[config.mk]
export PLATFORM = sky130hd
export DESIGN_NAME = signed_integer_to_ascii_radix
export DESIGN_NICKNAME = d
export VERILOG_FILES = /design/src/hdl/sitoa_pkg.sv /design/src/hdl/sitoa_ram.sv /design/src/hdl/sitoa_front.sv /design/src/hdl/sitoa_queue.sv /design/src/hdl/sitoa_back.sv /design/src/hdl/signed_integer_to_ascii_radix.sv
export SDC_FILE = /design/constraint.sdc
export NUM_CORES = 1
export LEC_CHECK = 0
export BUFFER_PORTS_ARGS = -buffer_cell sky130_fd_sc_hd__buf_4
export CORE_ASPECT_RATIO = 0.7
export CORE_MARGIN = 2
export CORE_UTILIZATION = 45
export DETAILED_ROUTE_END_ITERATION = 6
export RECOVER_POWER = 25
export SETUP_SLACK_MARGIN = 0.2
export SLEW_MARGIN = 25
export SYNTH_ARGS = -nofsm -noshare
export SYNTH_HDL_FRONTEND = slang
export SYNTH_SLANG_ARGS = --single-unit
[constraint.sdc]
create_clock -name i_clk -period 25.5 [get_ports i_clk]
set_input_delay 1.275 -clock i_clk [delete_from_list [all_inputs] [get_ports i_clk]]
set_output_delay 1.275 -clock i_clk [all_outputs]
set_load 0.02 [all_outputs]
[src/hdl/sitoa_pkg.sv]
// Shared constants, types and helper functions for the integer to text converter.
package sitoa_pkg;

    localparam int VALUE_BITS_DEF = 32;
    localparam int MAX_DIGITS_DEF = 32;

    localparam int RADIX_W     = 6;
    localparam int CHAR_W      = 8;
    localparam int QUEUE_DEPTH = 2;
    localparam int DIV_BITS    = 8;

    localparam logic [RADIX_W-1:0] RADIX_RESET = 6'd10;
    localparam logic [RADIX_W-1:0] RADIX_MIN   = 6'd2;
    localparam logic [RADIX_W-1:0] RADIX_MAX   = 6'd36;

    localparam logic [CHAR_W-1:0] CHAR_ZERO     = 8'd48;
    localparam logic [CHAR_W-1:0] CHAR_MINUS    = 8'd45;
    localparam logic [CHAR_W-1:0] LETTER_OFFSET = 8'd87;
    localparam logic [RADIX_W-1:0] DECIMAL_LIMIT = 6'd10;

    typedef enum logic [2:0] {
        BK_IDLE,
        BK_DIV,
        BK_SIGN,
        BK_RD,
        BK_LD
    } t_back_state;

    function automatic logic [RADIX_W-1:0] clamp_radix(input logic [RADIX_W-1:0] r);
        logic [RADIX_W-1:0] c;
        c = r;
        if (r < RADIX_MIN) begin
            c = RADIX_MIN;
        end else if (r > RADIX_MAX) begin
            c = RADIX_MAX;
        end
        return c;
    endfunction

    function automatic logic [CHAR_W-1:0] char_of_digit(input logic [RADIX_W-1:0] d);
        logic [CHAR_W-1:0] c;
        if (d >= DECIMAL_LIMIT) begin
            c = CHAR_W'(d) + LETTER_OFFSET;
        end else begin
            c = CHAR_W'(d) + CHAR_ZERO;
        end
        return c;
    endfunction

endpackage

[src/hdl/sitoa_ram.sv]
// Generic single-port-write, single-port-read RAM with registered read data.
module sitoa_ram #(
    parameter int WIDTH = 8,
    parameter int DEPTH = 32
) (
    input  logic                     i_clk,
    input  logic                     i_wr_en,
    input  logic [$clog2(DEPTH)-1:0] i_wr_addr,
    input  logic [WIDTH-1:0]         i_wr_data,
    input  logic                     i_rd_en,
    input  logic [$clog2(DEPTH)-1:0] i_rd_addr,
    output logic [WIDTH-1:0]         o_rd_data
);

    logic [WIDTH-1:0] r_mem [DEPTH];
    logic [WIDTH-1:0] r_rd_data;

    always_ff @(posedge i_clk) begin
        if (i_wr_en) begin
            r_mem[i_wr_addr] <= i_wr_data;
        end
        if (i_rd_en) begin
            r_rd_data <= r_mem[i_rd_addr];
        end
    end

    assign o_rd_data = r_rd_data;

endmodule

[src/hdl/sitoa_front.sv]
// Front end: accepts an input item, splits it into sign and unsigned magnitude.
module sitoa_front #(
    parameter int VALUE_BITS = sitoa_pkg::VALUE_BITS_DEF
) (
    input  logic                  i_clk,
    input  logic                  i_rst_n,
    input  logic                  i_in_valid,
    output logic                  o_in_stall,
    input  logic [VALUE_BITS-1:0] i_value,
    output logic                  o_push,
    input  logic                  i_push_ready,
    output logic [VALUE_BITS:0]   o_push_data
);

    import sitoa_pkg::*;

    logic                  r_valid;
    logic                  r_neg;
    logic [VALUE_BITS-1:0] r_mag;
    logic                  accept;

    assign o_in_stall = r_valid && !i_push_ready;
    assign accept     = i_in_valid && !o_in_stall;

    always_ff @(posedge i_clk) begin
        if (!i_rst_n) begin
            r_valid <= 1'b0;
        end else if (accept) begin
            r_valid <= 1'b1;
        end else if (i_push_ready) begin
            r_valid <= 1'b0;
        end
    end

    always_ff @(posedge i_clk) begin
        if (accept) begin
            r_neg <= i_value[VALUE_BITS-1];
            r_mag <= i_value[VALUE_BITS-1] ? (~i_value + VALUE_BITS'(1)) : i_value;
        end
    end

    assign o_push      = r_valid;
    assign o_push_data = {r_neg, r_mag};

endmodule

[src/hdl/sitoa_queue.sv]
// Short queue between the front end and the conversion back end.
module sitoa_queue #(
    parameter int WIDTH = sitoa_pkg::VALUE_BITS_DEF + 1
) (
    input  logic             i_clk,
    input  logic             i_rst_n,
    input  logic             i_push,
    output logic             o_push_ready,
    input  logic [WIDTH-1:0] i_push_data,
    output logic             o_pop_valid,
    input  logic             i_pop,
    output logic [WIDTH-1:0] o_pop_data
);

    import sitoa_pkg::*;

    localparam int PW = $clog2(QUEUE_DEPTH);
    localparam int NW = $clog2(QUEUE_DEPTH + 1);

    logic [WIDTH-1:0] r_mem [QUEUE_DEPTH];
    logic [PW-1:0]    r_wr_ptr;
    logic [PW-1:0]    r_rd_ptr;
    logic [NW-1:0]    r_count;
    logic             do_push;
    logic             do_pop;

    assign o_push_ready = (r_count != NW'(QUEUE_DEPTH));
    assign o_pop_valid  = (r_count != '0);
    assign do_push      = i_push && o_push_ready;
    assign do_pop       = i_pop && o_pop_valid;
    assign o_pop_data   = r_mem[r_rd_ptr];

    always_ff @(posedge i_clk) begin
        if (!i_rst_n) begin
            r_wr_ptr <= '0;
            r_rd_ptr <= '0;
            r_count  <= '0;
        end else begin
            if (do_push) begin
                r_wr_ptr <= r_wr_ptr + PW'(1);
            end
            if (do_pop) begin
                r_rd_ptr <= r_rd_ptr + PW'(1);
            end
            if (do_push && !do_pop) begin
                r_count <= r_count + NW'(1);
            end else if (do_pop && !do_push) begin
                r_count <= r_count - NW'(1);
            end
        end
    end

    always_ff @(posedge i_clk) begin
        if (do_push) begin
            r_mem[r_wr_ptr] <= i_push_data;
        end
    end

endmodule

[src/hdl/sitoa_back.sv]
// Back end: divides out digits into the digit store, then emits characters.
module sitoa_back #(
    parameter int VALUE_BITS = sitoa_pkg::VALUE_BITS_DEF,
    parameter int MAX_DIGITS = sitoa_pkg::MAX_DIGITS_DEF
) (
    input  logic                            i_clk,
    input  logic                            i_rst_n,
    input  logic [sitoa_pkg::RADIX_W-1:0]   i_radix,
    input  logic                            i_pop_valid,
    output logic                            o_pop,
    input  logic [VALUE_BITS:0]             i_pop_data,
    output logic                            o_out_valid,
    input  logic                            i_out_stall,
    output logic [sitoa_pkg::CHAR_W-1:0]    o_char_code,
    output logic                            o_last
);

    import sitoa_pkg::*;

    localparam int DIV_STEPS = (VALUE_BITS + DIV_BITS - 1) / DIV_BITS;
    localparam int PAD_W     = DIV_STEPS * DIV_BITS;
    localparam int SW        = $clog2(DIV_STEPS + 1);
    localparam int CW        = $clog2(MAX_DIGITS + 1);
    localparam int AW        = $clog2(MAX_DIGITS);

    t_back_state        r_state, n_state;
    logic [PAD_W-1:0]   r_quot, n_quot;
    logic [RADIX_W-1:0] r_rem, n_rem;
    logic [SW-1:0]      r_step, n_step;
    logic [CW-1:0]      r_cnt, n_cnt;
    logic               r_neg, n_neg;
    logic               r_ov, n_ov;
    logic [CHAR_W-1:0]  r_char, n_char;
    logic               r_last, n_last;

    logic               wr_en;
    logic               rd_en;
    logic [RADIX_W-1:0] rd_data;
    logic [CW-1:0]      cnt_m1;
    logic [PAD_W-1:0]   qv;
    logic [RADIX_W-1:0] rv;
    logic [RADIX_W:0]   rem7;
    logic               out_free;

    assign cnt_m1   = r_cnt - CW'(1);
    assign out_free = !r_ov || !i_out_stall;

    sitoa_ram #(
        .WIDTH (RADIX_W),
        .DEPTH (MAX_DIGITS)
    ) u_digits (
        .i_clk     (i_clk),
        .i_wr_en   (wr_en),
        .i_wr_addr (r_cnt[AW-1:0]),
        .i_wr_data (rv),
        .i_rd_en   (rd_en),
        .i_rd_addr (cnt_m1[AW-1:0]),
        .o_rd_data (rd_data)
    );

    always_ff @(posedge i_clk) begin
        if (!i_rst_n) begin
            r_state <= BK_IDLE;
            r_ov    <= 1'b0;
            r_cnt   <= '0;
            r_step  <= '0;
            r_neg   <= 1'b0;
            r_quot  <= '0;
            r_rem   <= '0;
        end else begin
            r_state <= n_state;
            r_ov    <= n_ov;
            r_cnt   <= n_cnt;
            r_step  <= n_step;
            r_neg   <= n_neg;
            r_quot  <= n_quot;
            r_rem   <= n_rem;
        end
    end

    always_ff @(posedge i_clk) begin
        r_char <= n_char;
        r_last <= n_last;
    end

    always_comb begin
        n_state = r_state;
        n_quot  = r_quot;
        n_rem   = r_rem;
        n_step  = r_step;
        n_cnt   = r_cnt;
        n_neg   = r_neg;
        n_ov    = r_ov;
        n_char  = r_char;
        n_last  = r_last;
        o_pop   = 1'b0;
        wr_en   = 1'b0;
        rd_en   = 1'b0;

        // restoring division, DIV_BITS quotient bits per cycle
        qv = r_quot;
        rv = r_rem;
        for (int k = 0; k < DIV_BITS; k++) begin
            rem7 = {rv, qv[PAD_W-1]};
            qv   = {qv[PAD_W-2:0], 1'b0};
            if (rem7 >= {1'b0, i_radix}) begin
                rem7  = rem7 - {1'b0, i_radix};
                qv[0] = 1'b1;
            end
            rv = rem7[RADIX_W-1:0];
        end

        if (r_ov && !i_out_stall) begin
            n_ov = 1'b0;
        end

        case (r_state)
            BK_IDLE: begin
                if (i_pop_valid) begin
                    o_pop   = 1'b1;
                    n_neg   = i_pop_data[VALUE_BITS];
                    n_quot  = PAD_W'(i_pop_data[VALUE_BITS-1:0]);
                    n_rem   = '0;
                    n_step  = '0;
                    n_cnt   = '0;
                    n_state = BK_DIV;
                end
            end
            BK_DIV: begin
                n_quot = qv;
                n_rem  = rv;
                n_step = r_step + SW'(1);
                if (r_step == SW'(DIV_STEPS - 1)) begin
                    wr_en  = 1'b1;
                    n_cnt  = r_cnt + CW'(1);
                    n_step = '0;
                    n_rem  = '0;
                    if ((qv == '0) || (n_cnt == CW'(MAX_DIGITS))) begin
                        n_state = r_neg ? BK_SIGN : BK_RD;
                    end
                end
            end
            BK_SIGN: begin
                if (out_free) begin
                    n_ov    = 1'b1;
                    n_char  = CHAR_MINUS;
                    n_last  = 1'b0;
                    n_state = BK_RD;
                end
            end
            BK_RD: begin
                rd_en   = 1'b1;
                n_state = BK_LD;
            end
            BK_LD: begin
                if (out_free) begin
                    n_ov    = 1'b1;
                    n_char  = char_of_digit(rd_data);
                    n_last  = (r_cnt == CW'(1));
                    n_cnt   = cnt_m1;
                    n_state = (r_cnt == CW'(1)) ? BK_IDLE : BK_RD;
                end
            end
            default: begin
                n_state = BK_IDLE;
            end
        endcase
    end

    assign o_out_valid = r_ov;
    assign o_char_code = r_char;
    assign o_last      = r_last;

endmodule

[src/hdl/signed_integer_to_ascii_radix.sv]
// Top level: converts signed integers to ASCII text in a programmable radix.
//
// Each accepted value is emitted as a run of ASCII characters, most significant
// first, with a leading '-' for negative values and o_last set on the final
// character. The radix register (reset 10) is clamped to 2..36; digits above 9
// come out as 'a'..'z'. A front stage takes the value and forms its magnitude,
// a two-entry queue holds pending values, and the back end does the work: each
// digit comes from a full pass of the shared restoring divider (8 quotient
// bits per cycle) and is written to the digit store; the characters are then
// read back through the digit store's registered read port, after a minus
// sign for a negative value. The front end keeps accepting items while the
// queue has room.
module signed_integer_to_ascii_radix #(
    parameter int VALUE_BITS = sitoa_pkg::VALUE_BITS_DEF,
    parameter int MAX_DIGITS = sitoa_pkg::MAX_DIGITS_DEF
) (
    input  logic                          i_clk,
    input  logic                          i_rst_n,
    input  logic                          i_in_valid,
    output logic                          o_in_stall,
    input  logic [VALUE_BITS-1:0]         i_value,
    output logic                          o_out_valid,
    input  logic                          i_out_stall,
    output logic [sitoa_pkg::CHAR_W-1:0]  o_char_code,
    output logic                          o_last,
    input  logic                          i_cfg_valid,
    output logic                          o_cfg_ready,
    input  logic [sitoa_pkg::RADIX_W-1:0] i_cfg_radix
);

    import sitoa_pkg::*;

    logic [RADIX_W-1:0] r_radix;
    logic [RADIX_W-1:0] radix_eff;
    logic               push;
    logic               push_ready;
    logic [VALUE_BITS:0] push_data;
    logic               pop_valid;
    logic               pop;
    logic [VALUE_BITS:0] pop_data;

    assign o_cfg_ready = 1'b1;

    always_ff @(posedge i_clk) begin
        if (!i_rst_n) begin
            r_radix <= RADIX_RESET;
        end else if (i_cfg_valid) begin
            r_radix <= i_cfg_radix;
        end
    end

    assign radix_eff = clamp_radix(r_radix);

    sitoa_front #(
        .VALUE_BITS (VALUE_BITS)
    ) u_front (
        .i_clk        (i_clk),
        .i_rst_n      (i_rst_n),
        .i_in_valid   (i_in_valid),
        .o_in_stall   (o_in_stall),
        .i_value      (i_value),
        .o_push       (push),
        .i_push_ready (push_ready),
        .o_push_data  (push_data)
    );

    sitoa_queue #(
        .WIDTH (VALUE_BITS + 1)
    ) u_queue (
        .i_clk        (i_clk),
        .i_rst_n      (i_rst_n),
        .i_push       (push),
        .o_push_ready (push_ready),
        .i_push_data  (push_data),
        .o_pop_valid  (pop_valid),
        .i_pop        (pop),
        .o_pop_data   (pop_data)
    );

    sitoa_back #(
        .VALUE_BITS (VALUE_BITS),
        .MAX_DIGITS (MAX_DIGITS)
    ) u_back (
        .i_clk       (i_clk),
        .i_rst_n     (i_rst_n),
        .i_radix     (radix_eff),
        .i_pop_valid (pop_valid),
        .o_pop       (pop),
        .i_pop_data  (pop_data),
        .o_out_valid (o_out_valid),
        .i_out_stall (i_out_stall),
        .o_char_code (o_char_code),
        .o_last      (o_last)
    );

endmodule

==> impl_results.md, run 1 <==
- Postcts setup bufs: 0
- Diode count: 0
- WP data arrival: approximately 19 ns
- Fin. Hold Viols: 0
- Ranking of synthesized cells by area: edfxtp_1 51%, mux4_2 7.5%, dfxtp_1 7.1%
- Mapped Nets: 1447
- Vias in the first global route: around 11000
- IO Pins: 55
- Final setup viols: 0
- Rows: a little over 60
- GPL Wtd Cong: 0.887
- Total Routing Usage GR: 0.202
- First-pass DRT Iterations: 6
- Max Buffers Root-to-Sink: 3
- Syn Inst Count: around 1300
- Period utilization: 0.743
- Initial antenna violation count: 1
- Worst hold path type: reg -> reg
- DP HPWL: 28400 microns
- WL/cell: 21.3 microns
- Root Driver: clkbuf_16
- Area leader, netlist: edfxtp_1
- CP max stage delay: between 0.7 and 0.8 ns
- Largest net degree at the start of global routing: 62
- Synth Area per Inst: around 13 sq um
- Ys flop type: edfxtp_1
- Worst slew pin tran: between 2 and 2.5 ns
- Post-DRT Antenna Nets: 0
- CP Data Required Time: 25.74 ns
- TritonCTS Buffers: 38
- Critical Path Slowest Stage Cell: mux2_2
- PortBufs: 53
- Synthesis-stage register bit count: 370
- Area grow syn2layout: 12.9%
- Setup crit start kind: flop
- Die width: ~240 microns
- Cts hold-fix bufs: 0
- Status: complete, but fails checks
- Seq/Total Area, Yosys: 0.581
- Starting Density: 0.455
- PostCTS Resize Cnt: 0
- CP endpoint kind: flop
- DRC Markers: 0
- Die ar.: 0.0417 sq mm
- Initial drt markers: 1054
- Ys async rst share: 0
- Slew Viols, Final: ~130
- Sink Count: 370
- Synthesized area: between 0.015 and 0.02 sq mm
- WS Path Type: reg -> reg
- H-tree lvl count: 2
- Maximum capacitance violations: 3
- Vias per cell: about 5.7
- Worst-path fanout max: 33
- Post-synth EDFFs: about 310
- Synth top area share: 0.510
- Layout cell share with drive strength beyond 1: 0.173
- Top-count cell post-synth: edfxtp_1
- Clock skew: 0.0234 ns
- Layout Nets: approximately 1500
- Failing checks: max-capacitance violations, max-slew violations
- Total gr overflow: 0
- Synth cell types: 83
- Final min period: between 15 and 20 ns
- Skew-Pair Late Insertion Delay: around 0.57 ns
- Synth Warn #: 0
- First-pass GRT wire length: between 60000 and 70000 microns
- RSZ-0062 raised after global routing: false
- Most instantiated cells after synthesis: 306 x edfxtp_1, 102 x nor2_1, 81 x nand2_1
- CTS tree: yes
- Max frequency: about 53 MHz
- Via count: 11089
- Rel. slew slack: -0.563
- Setup TNS Final: 0 ns
- Total core area: 0.0396 sq mm
- Die Ht: around 170 microns
- Clk pin slew, worst setup/hold paths: 0.06 ns
- Final WL: between 40000 and 50000 microns
[placed cells by master, fill, tap and decap left out, types with 7 or more instances in the layout]
cell type | synthesis | final
or3_1 | 19 | 19
xor2_1 | 11 | 11
edfxtp_1 | 306 | 306
a21oi_1 | 34 | 34
mux4_2 | 60 | 60
and2_1 | 16 | 15
clkinv_2 | 0 | 10
nor2b_1 | 35 | 34
nand2_1 | 81 | 81
clkbuf_1 | 48 | 8
o21ai_0 | 65 | 64
nand2b_1 | 15 | 15
nor3_1 | 14 | 14
mux2i_1 | 51 | 48
xnor2_1 | 54 | 52
o21a_1 | 14 | 14
fa_1 | 8 | 8
inv_1 | 46 | 46
mux2_2 | 14 | 14
clkbuf_16 | 0 | 38
o31ai_1 | 12 | 12
a21boi_0 | 7 | 7
a211oi_1 | 15 | 15
a221oi_1 | 21 | 21
nor2_1 | 102 | 101
nand3_1 | 16 | 16
dfxtp_1 | 64 | 62
buf_4 | 1 | 60
a21o_1 | 13 | 13
ha_1 | 61 | 60
nor4_1 | 10 | 9
[sequential cells by signal, indices dropped and copies added, names as in the netlist, 2 cells and up, named ones only]
| name | count |
|---|---|
| u_back.r_state | 3 |
| u_back.r_step | 3 |
| u_back.o_char_code | 8 |
| u_queue.r_mem | 66 |
| u_front.r_mag | 32 |
| u_queue.r_count | 2 |
| u_back.r_rem | 6 |
| r_radix | 6 |
| u_back.u_digits.o_rd_data | 6 |
| u_back.r_quot | 32 |
| u_back.r_cnt | 6 |
| u_back.u_digits.r_mem | 192 |
[cells by family (layout without fill, tap and decap cells)]
kind of cell / Yosys count / after routing / synth area share
compound gates: 253 / 253 / 0.102
xor+xnor: 65 / 65 / 0.0316
fa+ha+maj: 69 / 69 / 0.0513
buf+inv: 107 / 185 / 0.0240
flops: 370 / 370 / 0.581
mux: 128 / 128 / 0.115
other cells: 1 / 1 / 0.000208
simple gates: 342 / 342 / 0.0943
[per-stage QoR]
| step | cell area (sq um) | setup slack (ns) | cells | utilization | hold slack (ns) |
|---|---|---|---|---|---|
| 2_1_floorplan | 18000 | 8.04 | 1335 | - | 0.421 |
| 3_3_place_gp | 19000 | 7.02 | 1876 | 0.479 | 0.425 |
| 3_5_place_dp | 19000 | 6.75 | 1877 | 0.480 | 0.429 |
| 4_1_cts | 20300 | 6.70 | 1947 | 0.514 | 0.440 |
| 5_1_grt | 20300 | 5.16 | 1948 | 0.513 | 0.450 |
| 6_report | 20300 | 6.56 | 1948 | 0.513 | 0.431 |
[layer usage]
layer  up-vias  track usage  routed length (microns)
met1      5438        0.326                    21100
met3        48       0.0470                     3390
met5         -            0                        0
met4         0       0.0432                      582
li1       5212            -                        -
met2       391        0.273                    16400
[path summary, 6_finish.rpt]
kind	slack (ns)	startpoint	cells past startpoint	endpoint
worst max-delay path	6.56	r_radix[5]$_SDFFE_PN0P_	77	u_back.u_digits.r_mem[9][3]$_DFFE_PP_
worst min-delay path	0.43	u_front.r_mag[1]$_DFFE_PP_	0	u_queue.r_mem[1][1]$_DFFE_PP_
worst max register to register	6.56	r_radix[5]$_SDFFE_PN0P_	77	u_back.u_digits.r_mem[9][3]$_DFFE_PP_
worst min register to register	0.43	u_front.r_mag[1]$_DFFE_PP_	0	u_queue.r_mem[1][1]$_DFFE_PP_
[layout make-up]
class                   count  area, sq um
multi-input cells         858         7170
well taps                 535          669
inverters                  47          176
repair buffers             68          510
flip-flops and latches    370        10500
clock buffers              42          976
fillers                  3293        19300
clock inverters            28          357
[critical path: cells and delay by family (launching register included)]
family	cells	cell delay, ns
AOI/OAI and AO/OA	40	9.46
and+or+nand+nor	18	3.34
adders and majority gates	9	2.78
muxes	3	1.54
buffers and inverters	6	0.89
DFF	1	0.33
xor gates and xnor gates	1	0.24
Power of run 1 is left out: the tool's default activity adds up to more than one toggle a clock period on the data nets, which glitch-free logic cannot reach.
==> inputs of run 2 (changes only) <==
- clock period: 25.5 -> 15.3 ns (I/O delays scaled with it)
==> run 2 against run 1 <==
- the flow still finishes with violations (max-capacitance violations, max-slew violations)
- routed wire length grew 9.8%
- utilization grew 4.4 points
- non-clock buffer count is 111 higher
- sequential share of layout area fell by 4.0 points
- clock skew up 0.011 ns
- worst setup slack worse by 6.3 ns
- via count is 5.6% higher
- design area rose by 8.5%
- sequential cell count unchanged
- largest cell class unchanged
- highest routed layer unchanged
==> impl_results.md, run 2 (synthesis gave the netlist of run 1 again) <==
- Status: complete, but fails checks
- Failing checks: max-capacitance violations, max-slew violations
- IO Pins: 55
- Slew Viols, Final: 96
- First-pass DRT Iterations: 5
- Met2 Resource Use GR: 0.289
- Total Routing Usage GR: 0.214
- First-pass GRT wire length: 67600 microns
- Post-DRT Antenna Nets: 0
- Max Buffers Root-to-Sink: 3
- Fin worst setup slack: 0.270 ns
- Final WL: 45600 microns
- Clk pin slew, worst setup/hold paths: ~0.060 ns
- RSZ-0062 raised after global routing: true
- Clock skew: ~0.035 ns
- Total gr overflow: 0
- Fillers: about 3200
- CP max stage delay: between 0.3 and 0.4 ns
- Max frequency: 66.5 MHz
- Largest Register: u_back.u_digits.r_mem
- Die ar.: 0.0417 sq mm
- Commonest cells after routing, fill and taps aside: 306 x edfxtp_1, 152 x buf_4, 97 x nor2_1
- WS Path Type: reg -> reg
- TritonCTS Buffers: 37
- Starting Density: 0.455
- Maximum capacitance violations: 2
- Period utilization: 0.982
- Layout Nets: ~1600
- Critical Path Slowest Stage Cell: a221o_2
- Cts hold-fix bufs: 0
- Die Ht: approximately 170 microns
- Worst hold path type: reg -> reg
- Skew-Pair Late Insertion Delay: approximately 0.55 ns
- Sink Count: 370
- Root Driver: clkbuf_16
- Final min period: approximately 15 ns
- WL/cell: ~22 microns
- Total core area: 0.0396 sq mm
- Fin. Hold Viols: 0
- Worst slew pin tran: ~2.4 ns
- DP HPWL: between 20000 and 30000 microns
- Initial drt markers: 1121
- Initial antenna violation count: 0
- CTS tree: yes
- Sequential cell area: around 0.010 sq mm
- DRC Markers: 0
- Area grow syn2layout: 22.5%
- Biggest regs: u_back.u_digits.r_mem x192, u_queue.r_mem x66
- GPL Wtd Cong: just over 0.9
- PortBufs: 53
- Rows: 61
- Area of the multi-input gates: between 0.007 and 0.008 sq mm
- Layout cell share with drive strength beyond 1: 0.290
- H-tree lvl count: 2
- Most common cell after layout, fill and taps aside: edfxtp_1
- Diode count: 0
- CP Data Required Time: approximately 16 ns
- Die width: ~240 microns
- Vias per cell: ~5.7
- Grt met3 use: 0.0598
- Crit path top cell by count: ha_4
- Max reg flops: around 190
- Vias in the first global route: 10938
- Setup crit start kind: flop
- Largest net degree at the start of global routing: 62
- Worst slack, placed: -0.457 ns
- Gr busiest metal: met1
- Final setup viols: 0
- CP endpoint kind: flop
- Via count: 11705
- Worst-path fanout max: 8
- GR Util met1: 0.339
- WP data arrival: about 15 ns
- Rel. slew slack: -0.583
-- run 2: cell types whose count changed in the layout (fill, tap and decap cells not counted), sizes merged --
cell,previous run,this run
mux2i,52,54
mux2,16,22
clkinv,17,13
inv,49,47
bufinv,6,2
buf,61,171
clkbuf,49,56
-- run 2: routing by layer --
layer,part of all wire,up-vias
met5,0,-
met4,0.015,0
met3,0.086,58
met2,0.40,370
met1,0.50,5809
li1,-,5468
-- run 2: final cells by class --
class	count	area share
sequential	370	0.475
clock inverter	18	0.00754
timing repair buffer	179	0.0709
clock buffer	48	0.0466
multi-input combinational	866	0.361
inverter	47	0.00823
tap	535	0.0303
-- run 2: per-stage QoR --
step / util / setup TNS [ns] / hold WS (ns) / instances / cell area (sq um)
after floorplan: - / 0 / 0.421 / 1335 / 18400
after global placement: 0.498 / -0.653 / 0.423 / 1933 / 19700
after detailed placement: 0.500 / -50.02 / 0.430 / 1935 / 19800
after CTS: 0.539 / 0 / 0.402 / 2025 / 21300
after global routing: 0.557 / -59.17 / 0.459 / 2063 / 22100
final: 0.557 / 0 / 0.442 / 2063 / 22100
-- run 2: timing repair --
action                     CTS  global route
setup endpoints to repair  197           201
buffers inserted            18            31
resized for setup           17            75
pin swaps                    6            38
gates cloned                 6             7
-- run 2: final timing paths --
path,start,end,slack (ns),cells after the start
max,r_radix[4]$_SDFFE_PN0P_,u_back.u_digits.r_mem[23][2]$_DFFE_PP_,0.27,82
min,u_front.r_mag[20]$_DFFE_PP_,u_queue.r_mem[1][20]$_DFFE_PP_,0.44,0
max reg2reg,r_radix[4]$_SDFFE_PN0P_,u_back.u_digits.r_mem[23][2]$_DFFE_PP_,0.27,82
min reg2reg,u_front.r_mag[20]$_DFFE_PP_,u_queue.r_mem[1][20]$_DFFE_PP_,0.44,0
-- run 2: critical path: cells and delay by family (launching register included) --
| family | cells | cell delay (ns) |
|---|---|---|
| AOI/OAI and AO/OA | 42 | 7.60 |
| and+or+nand+nor | 21 | 3.11 |
| adders and majority gates | 8 | 1.95 |
| DFF | 1 | 0.36 |
| muxes | 3 | 0.75 |
| buffers and inverters | 8 | 0.99 |
Power of run 2 is left out for the same reason.
